## src/sv/ufp_pkg.sv

```systemverilog
// ----------------------------------------------------------------------------
// ufp_pkg: shared types and codes for the UBX frame parser
// Phase codes, event codes, message kinds and the parser state and result
// records that pass between the parser core and the top level.
// ----------------------------------------------------------------------------
`default_nettype none

package ufp_pkg;

    // sync pair and message identifiers
    localparam logic [7:0]  SYNC_ONE      = 8'hB5;
    localparam logic [7:0]  SYNC_TWO      = 8'h62;
    localparam logic [7:0]  NAV_CLASS     = 8'h01;
    localparam logic [7:0]  PVT_IDENT     = 8'h07;
    localparam logic [7:0]  HPPOS_IDENT   = 8'h14;
    localparam logic [15:0] PVT_MIN_LEN   = 16'd48;
    localparam logic [15:0] HPPOS_MIN_LEN = 16'd36;

    // parser phase codes
    localparam logic [3:0] PH_HUNT1   = 4'd0;
    localparam logic [3:0] PH_HUNT2   = 4'd1;
    localparam logic [3:0] PH_CLASS   = 4'd2;
    localparam logic [3:0] PH_IDENT   = 4'd3;
    localparam logic [3:0] PH_LEN_LO  = 4'd4;
    localparam logic [3:0] PH_LEN_HI  = 4'd5;
    localparam logic [3:0] PH_PAYLOAD = 4'd6;
    localparam logic [3:0] PH_CK_A    = 4'd7;
    localparam logic [3:0] PH_CK_B    = 4'd8;

    // result event codes
    localparam logic [2:0] EV_HUNT    = 3'd0;
    localparam logic [2:0] EV_FRAMING = 3'd1;
    localparam logic [2:0] EV_PAYLOAD = 3'd2;
    localparam logic [2:0] EV_GOOD    = 3'd3;
    localparam logic [2:0] EV_BAD     = 3'd4;

    // message kinds
    localparam logic [1:0] KIND_OTHER = 2'd0;
    localparam logic [1:0] KIND_PVT   = 2'd1;
    localparam logic [1:0] KIND_HPPOS = 2'd2;

    localparam int DATA_W = 56;
    localparam int USER_W = 5;

    typedef struct packed {
        logic [3:0]  phase;
        logic [7:0]  frame_class;
        logic [7:0]  frame_ident;
        logic [15:0] frame_length;
        logic [15:0] byte_count;
        logic [7:0]  sum_a;
        logic [7:0]  sum_b;
        logic [7:0]  rx_sum_a;
    } t_state;

    typedef struct packed {
        logic [2:0]  event_res;
        logic [7:0]  data_byte;
        logic [7:0]  msg_class;
        logic [7:0]  msg_ident;
        logic [15:0] payload_index;
        logic [15:0] payload_length;
        logic [1:0]  msg_kind;
    } t_result;

endpackage

`default_nettype wire

```

## src/sv/ubx_frame_parser.sv

```systemverilog
// ----------------------------------------------------------------------------
// ubx_frame_parser: byte-serial UBX frame parser with Fletcher-8 check
// Hunts for sync, tracks class, id, length and payload, checks the frame sum.
// ----------------------------------------------------------------------------
// Usage:
//   The slave stream takes one receiver byte per word. Every accepted byte
//   yields exactly one result word on the master stream: an event code
//   (hunting, framing byte, payload byte, frame good, frame bad), the echoed
//   byte, the frame's class, id and declared length, the payload index and,
//   on the last checksum byte, the message kind.
//   A byte's result is registered and shows in the cycle after its accept.
//   One byte per cycle is taken while the receiver keeps up; parser state
//   and result register update together in the accepting cycle, and the
//   path between them is the state decode plus two 8-bit additions.
//   A single output register holds the result; while the receiver stalls,
//   the result holds and s_axis_tready stays high only if that register is
//   empty or being taken in the same cycle, so no word is lost or repeated.
//   Reset (i_rst_n low, synchronous) returns the parser to sync hunting with
//   all frame fields cleared and empties the output register.
// ----------------------------------------------------------------------------
`default_nettype none

module ubx_frame_parser (
    input  wire logic                          i_clk,
    input  wire logic                          i_rst_n,
    input  wire logic                          s_axis_tvalid,
    output logic                               s_axis_tready,
    input  wire logic [7:0]                    s_axis_tdata,  // [7:0] in_byte
    output logic                               m_axis_tvalid,
    input  wire logic                          m_axis_tready,
    // [7:0] data_byte, [15:8] msg_class, [23:16] msg_ident,
    // [39:24] payload_index, [55:40] payload_length
    output logic [ufp_pkg::DATA_W-1:0]         m_axis_tdata,
    output logic [ufp_pkg::USER_W-1:0]         m_axis_tuser   // [2:0] event_res, [4:3] msg_kind
);
    import ufp_pkg::*;

    t_state  r_state;
    t_state  n_state;
    t_result n_result;
    t_result r_result;
    logic    r_valid;
    logic    accept;

    ufp_core u_core (
        .i_state  (r_state),
        .i_byte   (s_axis_tdata),
        .o_state  (n_state),
        .o_result (n_result)
    );

    assign s_axis_tready = !r_valid || m_axis_tready;
    assign accept        = s_axis_tvalid && s_axis_tready;

    always_ff @(posedge i_clk) begin
        if (!i_rst_n) begin
            r_state <= '0;
            r_valid <= 1'b0;
        end else begin
            if (accept) begin
                r_state <= n_state;
                r_valid <= 1'b1;
            end else if (m_axis_tready) begin
                r_valid <= 1'b0;
            end
        end
    end

    // result word: load on accept, hold otherwise
    always_ff @(posedge i_clk) begin
        if (accept) begin
            r_result <= n_result;
        end
    end

    assign m_axis_tvalid = r_valid;
    assign m_axis_tdata  = {r_result.payload_length, r_result.payload_index,
                            r_result.msg_ident, r_result.msg_class, r_result.data_byte};
    assign m_axis_tuser  = {r_result.msg_kind, r_result.event_res};

endmodule

`default_nettype wire

```

## src/sv/ufp_core.sv

```systemverilog
// ----------------------------------------------------------------------------
// ufp_core: next-state and result logic of the UBX frame parser
// Takes the current parser state and one byte, returns the state after the
// byte and the result word it causes. Purely combinational.
// ----------------------------------------------------------------------------
`default_nettype none

module ufp_core (
    input  wire ufp_pkg::t_state  i_state,
    input  wire logic [7:0]       i_byte,
    output ufp_pkg::t_state       o_state,
    output ufp_pkg::t_result      o_result
);
    import ufp_pkg::*;

    logic [7:0]  sum_a_add;
    logic [7:0]  sum_b_add;
    logic [15:0] len_full;
    logic [15:0] count_inc;
    logic [2:0]  ev;
    logic [15:0] index;
    logic [1:0]  kind;
    logic        sums_match;

    // running Fletcher-8 sums with the current byte folded in
    assign sum_a_add  = i_state.sum_a + i_byte;
    assign sum_b_add  = i_state.sum_b + sum_a_add;
    assign len_full   = {i_byte, i_state.frame_length[7:0]};
    assign count_inc  = i_state.byte_count + 16'd1;
    assign sums_match = (i_state.rx_sum_a == i_state.sum_a) && (i_byte == i_state.sum_b);

    always_comb begin
        o_state = i_state;
        ev      = EV_HUNT;
        index   = 16'd0;
        kind    = KIND_OTHER;
        unique case (i_state.phase)
            PH_HUNT2: begin
                if (i_byte == SYNC_TWO) begin
                    o_state.frame_class  = 8'd0;
                    o_state.frame_ident  = 8'd0;
                    o_state.frame_length = 16'd0;
                    o_state.byte_count   = 16'd0;
                    o_state.sum_a        = 8'd0;
                    o_state.sum_b        = 8'd0;
                    o_state.phase        = PH_CLASS;
                end else if (i_byte != SYNC_ONE) begin
                    o_state.phase = PH_HUNT1;
                end
            end
            PH_CLASS: begin
                o_state.frame_class = i_byte;
                o_state.sum_a       = sum_a_add;
                o_state.sum_b       = sum_b_add;
                o_state.phase       = PH_IDENT;
                ev                  = EV_FRAMING;
            end
            PH_IDENT: begin
                o_state.frame_ident = i_byte;
                o_state.sum_a       = sum_a_add;
                o_state.sum_b       = sum_b_add;
                o_state.phase       = PH_LEN_LO;
                ev                  = EV_FRAMING;
            end
            PH_LEN_LO: begin
                o_state.frame_length = {8'd0, i_byte};
                o_state.sum_a        = sum_a_add;
                o_state.sum_b        = sum_b_add;
                o_state.phase        = PH_LEN_HI;
                ev                   = EV_FRAMING;
            end
            PH_LEN_HI: begin
                o_state.frame_length = len_full;
                o_state.sum_a        = sum_a_add;
                o_state.sum_b        = sum_b_add;
                o_state.byte_count   = 16'd0;
                // empty payload: go straight to the checksum
                o_state.phase        = (len_full == 16'd0) ? PH_CK_A : PH_PAYLOAD;
                ev                   = EV_FRAMING;
            end
            PH_PAYLOAD: begin
                index              = i_state.byte_count;
                o_state.sum_a      = sum_a_add;
                o_state.sum_b      = sum_b_add;
                o_state.byte_count = count_inc;
                if (count_inc == i_state.frame_length) begin
                    o_state.phase = PH_CK_A;
                end
                ev = EV_PAYLOAD;
            end
            PH_CK_A: begin
                o_state.rx_sum_a = i_byte;
                o_state.phase    = PH_CK_B;
                ev               = EV_FRAMING;
            end
            PH_CK_B: begin
                ev = sums_match ? EV_GOOD : EV_BAD;
                priority if (i_state.frame_class == NAV_CLASS &&
                             i_state.frame_ident == PVT_IDENT &&
                             i_state.frame_length >= PVT_MIN_LEN) begin
                    kind = KIND_PVT;
                end else if (i_state.frame_class == NAV_CLASS &&
                             i_state.frame_ident == HPPOS_IDENT &&
                             i_state.frame_length >= HPPOS_MIN_LEN) begin
                    kind = KIND_HPPOS;
                end else begin
                    kind = KIND_OTHER;
                end
                o_state.phase = PH_HUNT1;
            end
            default: begin
                // hunting, and any phase code with no meaning
                o_state.phase = (i_byte == SYNC_ONE) ? PH_HUNT2 : PH_HUNT1;
            end
        endcase
    end

    assign o_result.event_res      = ev;
    assign o_result.data_byte      = i_byte;
    assign o_result.msg_class      = o_state.frame_class;
    assign o_result.msg_ident      = o_state.frame_ident;
    assign o_result.payload_index  = index;
    assign o_result.payload_length = o_state.frame_length;
    assign o_result.msg_kind       = kind;

endmodule

`default_nettype wire

```

## config.mk

```make
export PLATFORM = sky130hd
export DESIGN_NAME = ubx_frame_parser
export DESIGN_NICKNAME = d
export VERILOG_FILES = /design/src/sv/ufp_pkg.sv /design/src/sv/ubx_frame_parser.sv /design/src/sv/ufp_core.sv
export SDC_FILE = /design/constraint.sdc
export NUM_CORES = 1
export LEC_CHECK = 0
export ABC_CLOCK_PERIOD_IN_PS = 3400
export BUFFER_PORTS_ARGS = -buffer_cell sky130_fd_sc_hd__buf_2
export CORE_MARGIN = 8
export CORE_UTILIZATION = 40
export CTS_CLUSTER_SIZE = 20
export DETAILED_ROUTE_END_ITERATION = 8
export PLACE_DENSITY_LB_ADDON = 0.3
export SYNTH_ARGS = -nofsm -noshare
export SYNTH_HDL_FRONTEND = slang
export SYNTH_HIERARCHICAL = 1
export SYNTH_SLANG_ARGS = --single-unit
```

## constraint.sdc

```tcl
create_clock -name i_clk -period 3.4 [get_ports i_clk]
set_input_delay 0.51 -clock i_clk [delete_from_list [all_inputs] [get_ports i_clk]]
set_output_delay 0.51 -clock i_clk [all_outputs]
set_load 0.01 [all_outputs]
```

# After elaboration in Yosys (flattened, before gate mapping)
# Index checks and enable logic that the tools add are counted.
# Widths: inputs -> output; s select.
# totals
out_inout_bits	63
regBits	138
input_bits	12
wordCells	80
# classes
n_reduce_logical	19
magnitude_cmp	2
add_sub_neg	3
n_eq_ne	20
muxes	18
bitwise	1
# op_table
op	n
$pmux 16 s3	2
$mux 64	1
$ge 16x6->1 const B	2
$pmux 16 s2	1
$pmux 4 s8	1
$pmux 8 s2	2
$add 16x1->16 const B	1
$add 8x8->8	2
$eq 16x16->1	1
$eq 4x3->1 const B	4
$eq 8x8->1	2
$logic_not 16->1	1
$mux 4	3
$reduce_or 5->1	2
$pmux 3 s3	1
$reduce_and 3->1	3
$eq 4x2->1 const B	2
$eq 8x1->1 const B	1
$eq 8x3->1 const B	1
$eq 8x5->1 const B	1
$eq 8x7->1 const B	1
$eq 8x8->1 const B	1
$ne 8x8->1 const B	1
$logic_and 1x1->1	6
14 further kinds	20

# Longest topological paths before layout
# logic_depth
ltp_word	5
depth_mapped	16
ltp_nobuf	16

# Hierarchy
# Netlist, hierarchy kept.
# modules_own_cells
module	seq_area_each_um2	area_each_um2	n_inst	cells_per_inst
ubx_frame_parser	3373.2	4882.2	1	396
ufp_core	0.0	3049.2	1	475

# Worst setup path after synthesis
# No wires, ideal clock.
# synth_path
kind	input -> register
start	in s_axis_tdata[0]
end	reg r_state[15] in the netlist's numbering
arrival_ns	3.200
cell_stages	15
setup_slack_ns	0.081
path_cell_list	ha_1 > fa_1 > a21o_1 > a21oi_1 > o21bai_1 > a21oi_1 > xnor2_1 > ha_1 > nor3_1 > o21a_1 > or4_4 > and2_0 > a221o_1 > nand2_1 > mux2i_1
# synth_rtl
element	line	source
start: declaration	ubx_frame_parser.sv:28	input wire logic [7:0] s_axis_tdata,
end signal: assignment	ubx_frame_parser.sv:61	r_state <= n_state;
end: declaration	ubx_frame_parser.sv:38	t_state r_state;

==> metrics.cfg <==
[timing]
max_freq_mhz = 310.3
hold_violations = 0
slew_viol_final = 0
fin_crit_ps = 3223
tightest_slew_ps = 1008
max_slew_margin_pct = 32.37
finalSetupViolCount = 0
finalCritPeriodShare_pct = 94.80
worst_hold_slack_ps = 365.6
skew_ps = 10.90

[grt]
grt_antenna_before_repair = 0
grt_start_max_net_pins = 82
grt_usage_pct = 15.91
grt_pass1_vias = 5708
grt.overflow.total = 0
grt_first_pass_wirelength_um = 30990

[die]
start_util_pct = 40.75
boundaryPins = 75
num_rows = 51
dieArea_sq_mm = 0.02459
die_height_um = 156.8
die_x_um = 156.8
core_area_sq_mm = 0.01946

[setup_path]
arrival_ps = 3500
cp_max_fo = 4
critical-path-top-delay-family = adder cells
cp.required_ps = 3670
cpPeakStageDelay_ps = 410
path_cells = ha_4 > fa_2 > a21o_1 > a21oi_2 > o21bai_1 > a21oi_1 > xnor2_1 > ha_2 > nor2_1 > nor2_1 > inv_1 > or4_4 > and2_4 > a221o_1 > nand2_1 > mux2i_1
reg2reg_slack_ps = 180
crit_slowest_cell = or4_4
cp_num_buf_inv = 1
start_kind = flip-flop
worst-setup-path-type = reg -> reg
cp_common_cell = nor2_1
cp-end-kind = flip-flop

[logic_synthesis]
synth_area_sq_mm = 0.007931
yosysTopAreaCell = edfxtp_1
synth_edf_count = 61
synth_area_leaders = edfxtp_1, dfxtp_1, mux2i_1
syn_nets = 900
ys_warn_count = 6
seq_area_frac_synth_pct = 42.53
synthDistinctLibCells = 60
synthArstFlopShare_pct = 0
synth_cells = 871
synth_top_cell_area_share_pct = 23.10
avgSynthCellArea_sq_um = 9.106
synth_flop_cell = dfxtp_1
ys_seq_elements = 138

[clocking]
clock-root-buffer = clkbuf_16
cts_hold_buf = 0
h-tree-depth = 4
clk_latency_ps = 420
clock_path_buffers = 2
cts.sinks = 138
cts_tree = yes
clkSlewWorstSetupHoldPaths_ps = 60
numCtsBuffers = 17

[placed_design]
port_buffers = 74
dpl_cell_area_sq_mm = 0.008312
dp.cells = 1144
place_congestion = 0.8758
hpwl_um = 13230

[drt]
viasPerCell = 5.198
route.detailed.drc = 0
wl_per_cell_um = 16.27
drt-total-wl_um = 19170
ant_nets = 0
drtIter0Drc = 471
via_count = 6123
firstDrtPassIters = 5

[pwr]
p_int_mw = 3.046
leakage_nw = 3.465
swShare_pct = 22.31
power_frac_seq_pct = 45.2
power_mw = 3.921
pwr-share-clk_pct = 48.6
power.density_mw_per_mm2 = 437.7
switchingPower_uw = 874.9
pwr-share-comb_pct = 6.2
ir_drop_mv = 0.3251

[worst_hold_path]
hp-class = in -> reg

[final_layout]
drive_gt1_share_pct = 16.76
stdcell_area_sq_mm = 0.008957
nets = 929
fin_cells = 1178
num_antenna_cells = 0
syn_to_final_growth_pct = 12.94

[job]
drv_cap = 0

[run_status]
status = finished clean

## worst register-to-register path, stage by stage (launching register included)
cell and delay [ps]:
dfxtp_4 360, ha_4 170, fa_2 360, a21o_1 170, a21oi_2 150, o21bai_1 80, a21oi_1 160, xnor2_1 120
ha_2 340, nor2_1 50, nor2_1 80, inv_1 60, or4_4 410, and2_4 170, a221o_1 280, nand2_1 60
mux2i_1 70
## final cells by class
type                       instances  area, sq um
inverter                          16        60.06
multi-input combinational        623         3963
sequential                       138         3377
tap                              265        331.6
fill                            1823        10510
timing repair buffer             104        623.1
clock buffer                      22        464.2
clock inverter                    10        138.9
## synth_stat cells, drive strengths merged, types with 2 or more instances
cell    instances
nand2         205
mux2i          78
dfxtp          77
edfxtp         61
buf            57
o21ai          49
nor2           38
clkbuf         37
a22o           32
xnor2          30
and2           22
xor2           18
a21oi          17
nor3           17
inv            16
ha             15
nand3          11
nand4          10
nor4            9
and3            8
mux2            7
a211oi          5
nand2b          4
o21a            4
and4            3
nor2b           3
o211ai          3
o22ai           3
o31ai           3
o32ai           3
a21boi          2
a21o            2
fa              2
nand3b          2
o21bai          2
or2             2
## final timing paths
kind / start / endpoint / depth (start not counted)
max reg2reg: r_state[16]$_SDFFE_PN0P_ / r_state[15]$_SDFFE_PN0P_ / 16
min reg2reg: r_state[69]$_SDFFE_PN0P_ / r_state[69]$_SDFFE_PN0P_ / 2
min: s_axis_tvalid / m_axis_tvalid$_SDFFE_PN0P_ / 3
max: r_state[16]$_SDFFE_PN0P_ / r_state[15]$_SDFFE_PN0P_ / 16
## metrics by stage
step                      util (%)  TNS, ps  worst slack, ps
after floorplan                  -        0            80.95
after global placement       42.71   -150.8           -150.8
after detailed placement     42.71   -257.3           -221.7
after CTS                    45.81        0           0.2567
after global routing         46.02   -3.217           -3.217
final                        46.02        0            176.8
## metal layers
layer | track usage [%] | vias up | share of wire (%)
li1 | - | 3066 | -
met1 | 21.42 | 2899 | 48
met2 | 25.27 | 143 | 46
met3 | 2.813 | 15 | 4.7
met4 | 5.355 | 0 | 0.94
met5 | 0 | - | 0
## kinds of logic (layout without fill, tap and decap cells)
kind of cell / after synthesis / count (layout) / synth area share [%]
xor gates and xnor gates: 48 / 48 / 5.300
DFF: 138 / 138 / 42.53
muxes: 85 / 85 / 10.84
AOI/OAI and AO/OA: 133 / 133 / 11.18
adders and majority gates: 17 / 17 / 2.871
and+or+nand+nor: 340 / 340 / 19.47
buffers and inverters: 110 / 152 / 7.809
## state kept, by name, indices dropped and copies added (netlist names)
register / cells
r_state: 76
m_axis_tuser: 5
m_axis_tvalid: 1
m_axis_tdata: 56
## power by group through the flow
stage / Combinational (mW) / Clock (mW) / Sequential [mW]
global placement: 0.242 / 0 / 1.81
floorplan: 0.141 / 0 / 1.83
global route: 0.262 / 2.01 / 1.78
CTS: 0.244 / 1.94 / 1.77
detailed placement: 0.244 / 0 / 1.81
finish: 0.243 / 1.91 / 1.77
## what timing repair did
item,CTS,global route
buffers inserted,0,2
endpoints found under the setup margin,0,2
endpoints found under the hold margin,0,0
resized for setup,0,9
## cell usage in the layout, fill, tap and decap left out, types with 20 or more instances in the layout
| cell type | Yosys | routed |
|---|---|---|
| edfxtp_1 | 61 | 61 |
| xnor2_1 | 30 | 30 |
| nor2_1 | 38 | 38 |
| o21ai_0 | 48 | 48 |
| nand2_1 | 205 | 205 |
| and2_1 | 20 | 20 |
| mux2i_1 | 78 | 78 |
| dfxtp_1 | 77 | 76 |
| buf_2 | 12 | 73 |
| a22o_1 | 32 | 32 |
| buf_4 | 40 | 29 |
Note: power is estimated with default switching activity, not from simulation.
